$ cat src/rtl/core/xcve_pkg.sv
`timescale 1ns / 1ps

package xcve_pkg;

    // Key bytes 43 37 92 A4 38 F1 2B in position order, position zero lowest.
    localparam logic [55:0] KEY_RESET = 56'h2B_F1_38_A4_92_37_43;
    localparam logic [2:0]  KEY_LAST_POS = 3'd6;

    localparam logic OP_RAW    = 1'b0;
    localparam logic OP_VARINT = 1'b1;

    typedef logic [2:0] key_pos_t;

    // Control from the top level to the key unit.
    typedef struct packed {
        logic restart;   // new record: position back to zero
        logic step;      // a byte has been emitted: advance position
        logic cfg_we;
    } key_ctrl_t;

    // Status from the group shifter to the top level.
    typedef struct packed {
        logic       busy;
        logic       is_last;
        logic [7:0] group;
    } grp_stat_t;

endpackage

$ cat src/rtl/core/xcve_if.sv
`timescale 1ns / 1ps

interface xcve_item_if;
    logic        valid;
    logic        ready;
    logic        op;
    logic [31:0] value;
    logic        new_record;

    modport source (output valid, output op, output value, output new_record, input ready);
    modport sink (input valid, input op, input value, input new_record, output ready);
endinterface

interface xcve_byte_if;
    logic       valid;
    logic       ready;
    logic [7:0] out_byte;
    logic       last;

    modport source (output valid, output out_byte, output last, input ready);
    modport sink (input valid, input out_byte, input last, output ready);
endinterface

$ cat src/rtl/core/xcve_group_shifter.sv
`timescale 1ns / 1ps

module xcve_group_shifter
    import xcve_pkg::*;
(
    input  logic        clk,
    input  logic        rst_n,
    input  logic        load,
    input  logic        load_op,
    input  logic [31:0] load_value,
    input  logic        advance,
    output grp_stat_t   stat
);

    logic        busy_reg;
    logic        busy_next;
    logic        op_reg;
    logic [31:0] val_reg;
    logic [31:0] val_next;
    logic        more;

    // For a varint, more groups follow while any bit above the low seven is set.
    assign more = (op_reg == OP_VARINT) && (|val_reg[31:7]);

    assign stat.busy    = busy_reg;
    assign stat.is_last = !more;
    assign stat.group   = (op_reg == OP_RAW) ? val_reg[7:0] : {more, val_reg[6:0]};

    always_comb
    begin
        busy_next = busy_reg;
        val_next  = val_reg;
        if (load)
        begin
            busy_next = 1'b1;
            val_next  = load_value;
        end
        else if (advance)
        begin
            busy_next = more;
            val_next  = {7'd0, val_reg[31:7]};
        end
    end

    always_ff @(posedge clk or negedge rst_n)
    begin
        if (!rst_n)
        begin
            busy_reg <= 1'b0;
        end
        else
        begin
            busy_reg <= busy_next;
        end
    end

    always_ff @(posedge clk)
    begin
        val_reg <= val_next;
        if (load)
        begin
            op_reg <= load_op;
        end
    end

endmodule

$ cat src/rtl/core/xcve_key_unit.sv
`timescale 1ns / 1ps

module xcve_key_unit
    import xcve_pkg::*;
(
    input  logic        clk,
    input  logic        rst_n,
    input  key_ctrl_t   ctrl,
    input  logic [55:0] cfg_data,
    output logic [7:0]  key_byte,
    output key_pos_t    pos
);

    logic [55:0] key_reg;
    key_pos_t    pos_reg;
    key_pos_t    pos_next;

    assign pos = pos_reg;

    always_comb
    begin
        unique case (pos_reg)
            3'd0:    key_byte = key_reg[7:0];
            3'd1:    key_byte = key_reg[15:8];
            3'd2:    key_byte = key_reg[23:16];
            3'd3:    key_byte = key_reg[31:24];
            3'd4:    key_byte = key_reg[39:32];
            3'd5:    key_byte = key_reg[47:40];
            3'd6:    key_byte = key_reg[55:48];
            default: key_byte = key_reg[7:0];
        endcase
    end

    always_comb
    begin
        priority if (ctrl.restart)
        begin
            pos_next = 3'd0;
        end
        else if (ctrl.step)
        begin
            pos_next = (pos_reg >= KEY_LAST_POS) ? 3'd0 : pos_reg + 3'd1;
        end
        else
        begin
            pos_next = pos_reg;
        end
    end

    always_ff @(posedge clk or negedge rst_n)
    begin
        if (!rst_n)
        begin
            key_reg <= KEY_RESET;
            pos_reg <= 3'd0;
        end
        else
        begin
            pos_reg <= pos_next;
            if (ctrl.cfg_we)
            begin
                key_reg <= cfg_data;
            end
        end
    end

endmodule

$ cat src/rtl/core/xor_cycle_varint_encoder_unit.sv
`timescale 1ns / 1ps

// Channel   Dir   Beat contents                    Handshake
// item      in    op, value[31:0], new_record      valid / ready
// result    out   out_byte[7:0], last              valid / ready
// key       in    key_wdata[55:0]                  key_we, no back-pressure
//
// A raw-byte item yields one byte and a varint item one byte per 7-bit group,
// so one to five bytes; the group shifter emits one byte per cycle when not stalled.
// The next item is taken in the cycle its predecessor's last byte leaves the shifter.
// Reset clears the position counter, loads the default key and empties both stages.
// A stall on the result side holds the output register and freezes the shifter.

module xor_cycle_varint_encoder_unit
    import xcve_pkg::*;
(
    input  logic         clk,
    input  logic         rst_n,
    xcve_item_if.sink    item,
    xcve_byte_if.source  result,
    input  logic         key_we,
    input  logic [55:0]  key_wdata
);

    grp_stat_t  grp;
    key_ctrl_t  kctl;
    logic [7:0] key_byte;
    key_pos_t   key_pos;
    logic       accept;
    logic       advance;

    logic       out_valid_reg;
    logic       out_valid_next;
    logic [7:0] out_byte_reg;
    logic       out_last_reg;

    // The shifter advances whenever it holds a group and the output register
    // is empty or being emptied in this cycle.
    assign advance = grp.busy && (!out_valid_reg || result.ready);

    // A new item may enter as soon as the current one's final byte moves on.
    assign item.ready = !grp.busy || (advance && grp.is_last);
    assign accept     = item.valid && item.ready;

    assign kctl.restart = accept && item.new_record;
    assign kctl.step    = advance;
    assign kctl.cfg_we  = key_we;

    xcve_group_shifter u_shifter (
        .clk        (clk),
        .rst_n      (rst_n),
        .load       (accept),
        .load_op    (item.op),
        .load_value (item.value),
        .advance    (advance),
        .stat       (grp)
    );

    xcve_key_unit u_key (
        .clk      (clk),
        .rst_n    (rst_n),
        .ctrl     (kctl),
        .cfg_data (key_wdata),
        .key_byte (key_byte),
        .pos      (key_pos)
    );

    always_comb
    begin
        out_valid_next = out_valid_reg;
        if (advance)
        begin
            out_valid_next = 1'b1;
        end
        else if (result.ready)
        begin
            out_valid_next = 1'b0;
        end
    end

    always_ff @(posedge clk or negedge rst_n)
    begin
        if (!rst_n)
        begin
            out_valid_reg <= 1'b0;
        end
        else
        begin
            out_valid_reg <= out_valid_next;
        end
    end

    // Payload of the output register; the key byte is that of the current position.
    always_ff @(posedge clk)
    begin
        if (advance)
        begin
            out_byte_reg <= grp.group ^ key_byte;
            out_last_reg <= grp.is_last;
        end
    end

    assign result.valid    = out_valid_reg;
    assign result.out_byte = out_byte_reg;
    assign result.last     = out_last_reg;

    // The key position counts modulo seven.
    a_pos_range: assert property (@(posedge clk) disable iff (!rst_n)
        key_pos <= KEY_LAST_POS)
        else $error("key position out of range");

    // An accepted item always leaves the shifter with work to do.
    a_load_busy: assert property (@(posedge clk) disable iff (!rst_n)
        accept |=> grp.busy)
        else $error("shifter idle after accept");

    // A busy shifter with a free output register produces a byte next cycle.
    a_progress: assert property (@(posedge clk) disable iff (!rst_n)
        (grp.busy && !out_valid_reg) |=> out_valid_reg)
        else $error("shifter failed to emit a byte");

    // A new record restarts the key cycle at position zero.
    a_restart: assert property (@(posedge clk) disable iff (!rst_n)
        kctl.restart |=> (key_pos == 3'd0))
        else $error("key position not restarted");

endmodule

$ cat src/flat_wrapper.sv
// flat-port wrapper written by rule: the top's interface ports become plain ports
module xor_cycle_varint_encoder_unit_flat import xcve_pkg::*;
  (clk, rst_n, key_we, key_wdata, item_valid, item_op, item_value, item_new_record, item_ready, result_valid, result_out_byte, result_last, result_ready);
  xcve_item_if item_i ();
  xcve_byte_if result_i ();
  input  logic clk;
  input  logic rst_n;
  input  logic key_we;
  input  logic [55:0] key_wdata;
  input wire logic [$bits(item_i.valid)-1:0] item_valid;
  input wire logic [$bits(item_i.op)-1:0] item_op;
  input wire logic [$bits(item_i.value)-1:0] item_value;
  input wire logic [$bits(item_i.new_record)-1:0] item_new_record;
  output wire logic [$bits(item_i.ready)-1:0] item_ready;
  output wire logic [$bits(result_i.valid)-1:0] result_valid;
  output wire logic [$bits(result_i.out_byte)-1:0] result_out_byte;
  output wire logic [$bits(result_i.last)-1:0] result_last;
  input wire logic [$bits(result_i.ready)-1:0] result_ready;
  assign item_i.valid = item_valid;
  assign item_i.op = item_op;
  assign item_i.value = item_value;
  assign item_i.new_record = item_new_record;
  assign item_ready = item_i.ready;
  assign result_valid = result_i.valid;
  assign result_out_byte = result_i.out_byte;
  assign result_last = result_i.last;
  assign result_i.ready = result_ready;
  xor_cycle_varint_encoder_unit u_core (.clk(clk), .rst_n(rst_n), .item(item_i), .result(result_i), .key_we(key_we), .key_wdata(key_wdata));
endmodule
$ cat config.mk
export PLATFORM = sky130hd
export DESIGN_NAME = xor_cycle_varint_encoder_unit_flat
export DESIGN_NICKNAME = d
export VERILOG_FILES = /design/src/rtl/core/xcve_pkg.sv /design/src/rtl/core/xcve_if.sv /design/src/rtl/core/xcve_group_shifter.sv /design/src/rtl/core/xcve_key_unit.sv /design/src/rtl/core/xor_cycle_varint_encoder_unit.sv /design/src/flat_wrapper.sv
export SDC_FILE = /design/constraint.sdc
export NUM_CORES = 1
export LEC_CHECK = 0
export BUFFER_PORTS_ARGS = -buffer_cell sky130_fd_sc_hd__buf_2
export CAP_MARGIN = 20
export CORE_MARGIN = 2
export CORE_UTILIZATION = 55
export CTS_CLUSTER_DIAMETER = 200
export CTS_CLUSTER_SIZE = 16
export DETAILED_ROUTE_END_ITERATION = 8
export PLACE_DENSITY = 0.82
export SYNTH_ARGS = -nofsm -noshare
export SYNTH_HDL_FRONTEND = slang
export SYNTH_SLANG_ARGS = --single-unit
$ cat constraint.sdc
create_clock -name clk -period 4.54 [get_ports clk]
set_input_delay 0.454 -clock clk [delete_from_list [all_inputs] [get_ports clk]]
set_output_delay 0.454 -clock clk [all_outputs]
set_load 0.02 [all_outputs]
# Yosys cells after proc, flatten, opt, wreduce, memory -nomap -nowiden
# Index checks and enable logic that the tools add are counted.
[totals]
reg_bits = 103
out_inout_bits = 11
[op_classes]
n_addsub = 1
magnitude_cmp = 1
eq_ne = 6
mux = 11
n_bitwise = 1
n_reduce_logical = 14
[ops]
columns = ["operator", "count"]
rows = [
  ["$mux 32", 2],
  ["$pmux 8 s6", 1],
  ["$reduce_or 25->1", 1],
  ["$eq 3x3->1 const B", 3],
  ["$mux 3", 3],
  ["$mux 8", 1],
  ["$xor 8x8->8", 1],
  ["$eq 3x2->1 const B", 2],
  ["$reduce_bool 2->1", 3],
  ["$logic_and 1x1->1", 5],
  ["$mux 1", 4],
  ["$add 3x1->3 const B", 1],
  ["$eq 3x1->1 const B", 1],
  ["$ge 3x3->1 const B", 1],
  ["$logic_not 1->1", 3],
  ["$logic_or 1x1->1", 2],
]

# Longest topological paths before layout
[logic_depth]
depth_word = 8
depth_mapped = 9

# Hierarchy
# From an unflattened synthesis, not the netlist that was laid out.
[unflattened]
hier_cells = 308
hier_area_um2 = 4610.7
[modules_own_cells]
columns = ["module", "instances", "cells_per_inst", "area_each_um2"]
rows = [
  ["xcve_key_unit", 1, 189, 2688.8],
  ["xcve_group_shifter", 1, 95, 1506.4],
  ["xor_cycle_varint_encoder_unit", 1, 24, 415.4],
]

# Worst setup path before layout
# Ideal clock, no wire load.
[synth_path]
path_type = "register to register"
from = "register u_core.u_shifter.val_reg[7]"
to = "register u_core.u_shifter.val_reg[0], enable pin"
arrival_time_ns = 3.403
t_required_ns = 4.074
path_slack_ns = 0.672
stages_incl_launch_ff = 5
n_path_buf = 0
path_cell_list = "edfxtp_1 -> nor4_1 -> nand4_1 -> o21a_1 -> o21ai_0"
[synth_via]
elab_chain_cells = 7
[synth_lines]
columns = ["item", "line", "source"]
rows = [
  ["start, declared", "xcve_group_shifter.sv:18", "logic [31:0] val_reg;"],
  ["start signal, assigned", "xcve_group_shifter.sv:59", "val_reg <= val_next;"],
  ["$reduce_or 25->1", "xcve_group_shifter.sv:23", "assign more = (op_reg == OP_VARINT) && (|val_reg[31:7]);"],
  ["$logic_and 1x1->1", "xcve_group_shifter.sv:23", ""],
  ["$logic_not 1->1", "xcve_group_shifter.sv:26", "assign stat.is_last = !more;"],
  ["$logic_and 1x1->1", "xor_cycle_varint_encoder_unit.sv:42", "assign item.ready = !grp.busy || (advance && grp.is_last);"],
  ["$logic_or 1x1->1", "xor_cycle_varint_encoder_unit.sv:42", ""],
  ["$logic_and 1x1->1", "xor_cycle_varint_encoder_unit.sv:43", "assign accept = item.valid && item.ready;"],
  ["$reduce_bool 2->1 (no source line)", "n/a", ""],
]
# No other way between the ends.
# A chain may end at the register's enable or synchronous reset.

# Worst setup path in the final report
[layout_path]
from = "register u_core.u_shifter.busy_reg"
to = "output item_ready"
[layout_via]
elab_chain_cells = 3
elab_cells_between_ends = 4
[layout_lines]
columns = ["item", "line", "source"]
rows = [
  ["start, declared", "xcve_group_shifter.sv:15", "logic busy_reg;"],
  ["start signal, assigned", "xcve_group_shifter.sv:53", "busy_reg <= busy_next;"],
  ["$logic_and 1x1->1", "xor_cycle_varint_encoder_unit.sv:39", "assign advance = grp.busy && (!out_valid_reg || result.ready);"],
  ["$logic_and 1x1->1", "xor_cycle_varint_encoder_unit.sv:42", ""],
  ["$logic_or 1x1->1 (*)", "xor_cycle_varint_encoder_unit.sv:42", ""],
  ["end, declared", "flat_wrapper.sv:14", "output wire logic [$bits(item_i.ready)-1:0] item_ready;"],
]
# Every way passes the cells marked *; elsewhere a longest branch is shown, timed or not.

==> summary.txt <==
Global routing
  • All-Layer GR Usage: 0.235
  • Largest net degree at the start of global routing: 62
  • Initial antenna violation count: 0
  • Overflow after GRT: 0
  • Global-route wire length before repair: 18500 um
  • Vias in the first global route: 3836

Clock network
  • Post-CTS Resized: 0
  • Total CTS buffers: 9
  • CTS sink count: 103
  • H-tree depth: 3
  • CTS hold repair buffers: 0
  • Clock slew at reported path FFs: 0.10 ns
  • Clk buf depth: 2
  • Setup Buffers After CTS: 0
  • CTS tree: built
  • Worst skew pair latency: 0.36 ns
  • Clk root buf: clkbuf_8

Die
  • CORE AREA: 0.00915 mm2
  • Rows: 35
  • Initial Utilization: 0.564
  • Die footprint: 0.0102 mm2
  • Die width: 101 um
  • Top Ports: 106
  • Die Ht: 101 um

Timing
  • Slew HR: 0.363
  • Tcrit/Tclk final: 0.683
  • F_max: 322 MHz
  • Tightest Pin Transition: 0.955 ns
  • Tmin final: 3.10 ns
  • Final setup viols: 0
  • Final slew viol count: 0
  • Setup Skew: 0.0145 ns
  • RSZ-0062 raised after global routing: false
  • Setup_tns: 0 ns
  • Fin. Hold Viols: 0

Critical path
  • Critical Path AT: 2.65 ns
  • Startpoint Class: flop
  • CP Data Required Time: 4.09 ns
  • Max incr delay on CP: 0.79 ns
  • Critical Path Slowest Stage Cell: dfrtp_1
  • Crit-path max FO: 37
  • Crit. End Element: primary output
  • CP Cell Sequence: buf_4 -> a21boi_0 -> o21a_1 -> clkinv_4 -> buf_2
  • R2R depth: 6
  • Crit Path Category: flop to primary output
  • Levels on crit path: 5
  • WP buf/inv: 3
  • Internal reg-to-reg setup slack: 1.72 ns
  • Worst path top cell family by delay: buffers and inverters

Final layout
  • Layout Utilization: 0.646
  • Inserted Diodes: 0
  • Most frequent cells in the layout: buf_2 (105), mux2_2 (66), edfxtp_1 (42)
  • Layout Cell Area excl Fill: 0.00591 mm2
  • Area Growth Syn to Fin: 14.4%
  • Layout Nets: 611
  • Layout cells sized above 1: 0.442
  • Max FFs per register: 56
  • Most common cell after layout, fill and taps aside: buf_2

Power and ir drop
  • P_leak: 2.52 nW
  • Final Power: 2.60 mW
  • PwrDens: 440 mW/mm2
  • Worst IR Drop VDD: 250 uV

Route
  • WL final: 11400 um
  • Initial DRC Count: 241
  • Avg WL per Cell: 18.1 um
  • Final ANT Viol Nets: 0
  • Drt drc: 0
  • Via-per-instance ratio: 6.04
  • Initial DRT Pass Iterations: 5
  • Vias: 3784

Synthesis
  • Most area-consuming cells after synthesis: edfxtp_1 (24%), dfrtp_1 (17%), mux2_2 (14%)
  • Primary FF master, synth: edfxtp_1
  • Async set-reset flop share out of synthesis: 0.592
  • Syn Area/Cell: 12.2 um2
  • Synth area leader: edfxtp_1
  • Adder-cell share of the synthesized area: 0.0121
  • Netlist cell types: 37
  • Combinational family with the most area after synthesis: multiplexers
  • Post-synthesis sequential area ratio: 0.546
  • Post-Synth XOR/XNOR Area: 0.0136
  • Synth Register Bits: 103
  • Synthesized area: 0.00516 mm2
  • Post-synthesis compound-gate area fraction: 0.130
  • Net Count, Synth: 523
  • Ys Warns: 0
  • Yosys top cell area share: 0.244
  • Cells after Synth: 423
  • Post-synthesis mux area share: 0.144
  • Number of flops mapped to enable cells by yosys: 42
  • Simple-gate share of the synthesized area: 0.0972

Placed design
  • Placed instance area: 0.00569 mm2
  • RePlAce Congestion: 0.822
  • Port Buf Inserts: 105
  • HPWL after detailed placement: 7880 um

Run status
  • Status: completed

Flow run
  • Max-cap violations: 0

Min path
  • HP Class: input pin to asynchronous set/reset pin
==> through the flow <==
step	hold slack, ns	std cells	setup slack (ns)
floorplan	0.158	423	0.672
global placement	0.488	609	1.80
detailed placement	0.493	609	1.69
CTS	0.257	625	1.45
global route	0.244	627	1.27
finish	0.240	627	1.44
==> power breakdown <==
part | internal, mW | switching (mW) | leakage [nW] | total (mW)
registers | 1.18 | 0.120 | 1.10 | 1.30
clock network | 0.250 | 0.306 | 0.0941 | 0.556
logic | 0.336 | 0.414 | 1.32 | 0.751
==> Yosys cell counts, drive strengths merged (3+ instances only) <==
master	instances
and3	8
a222oi	11
nand2	38
dfrtp	35
buf	15
a31o	25
nand4	3
mux2	66
a21oi	5
o221ai	25
ha	5
clkbuf	18
o21ai	3
xor2	5
nand3	32
nand2b	3
nor2b	4
xnor2	3
nor4	5
dfstp	26
inv	32
edfxtp	42
==> routing by layer <==
metal	vias up	GRT usage	wire length, um
met5	-	0	0
met4	0	0.0894	282
met3	24	0.0583	663
met2	126	0.397	5780
met1	1876	0.293	4650
li1	1758	-	-
==> area by class of cell <==
type | count | area [um2]
Clock buffer | 9 | 124
Clock inverter | 7 | 63.8
Fill cell | 690 | 3240
Inverter | 33 | 129
Multi-Input combinational cell | 254 | 2050
Sequential cell | 103 | 2820
Tap cell | 111 | 139
Timing Repair Buffer | 110 | 583
==> cells by family (layout without fill, tap and decap cells) <==
| kind of cell | after synthesis | after routing |
|---|---|---|
| XOR/XNOR | 8 | 8 |
| AND/OR/NAND/NOR | 98 | 98 |
| flip-flops | 103 | 103 |
| multiplexers | 66 | 66 |
| buffers and inverters | 66 | 159 |
| adder cells (fa/ha/maj) | 5 | 5 |
| AO/OA/AOI/OAI | 77 | 77 |
==> final timing paths <==
path | startpoint | endpoint
hold / removal | rst_n | u_core.u_key.key_reg[52]$_DFFE_PN0P_
max in group asynchronous | rst_n | u_core.u_key.key_reg[14]$_DFFE_PN0P_
min in group clk | item_op | u_core.u_shifter.op_reg$_DFFE_PP_
hold reg to reg | u_core.u_key.key_reg[50]$_DFFE_PN0P_ | u_core.u_key.key_reg[50]$_DFFE_PN0P_
setup / recovery | u_core.u_shifter.busy_reg$_DFFE_PN0P_ | item_ready
setup reg to reg | u_core.u_key.pos[2]$_DFFE_PN0P_ | u_core.result.out_byte[3]$_DFFE_PP_
(Power assumes the default switching activity.)
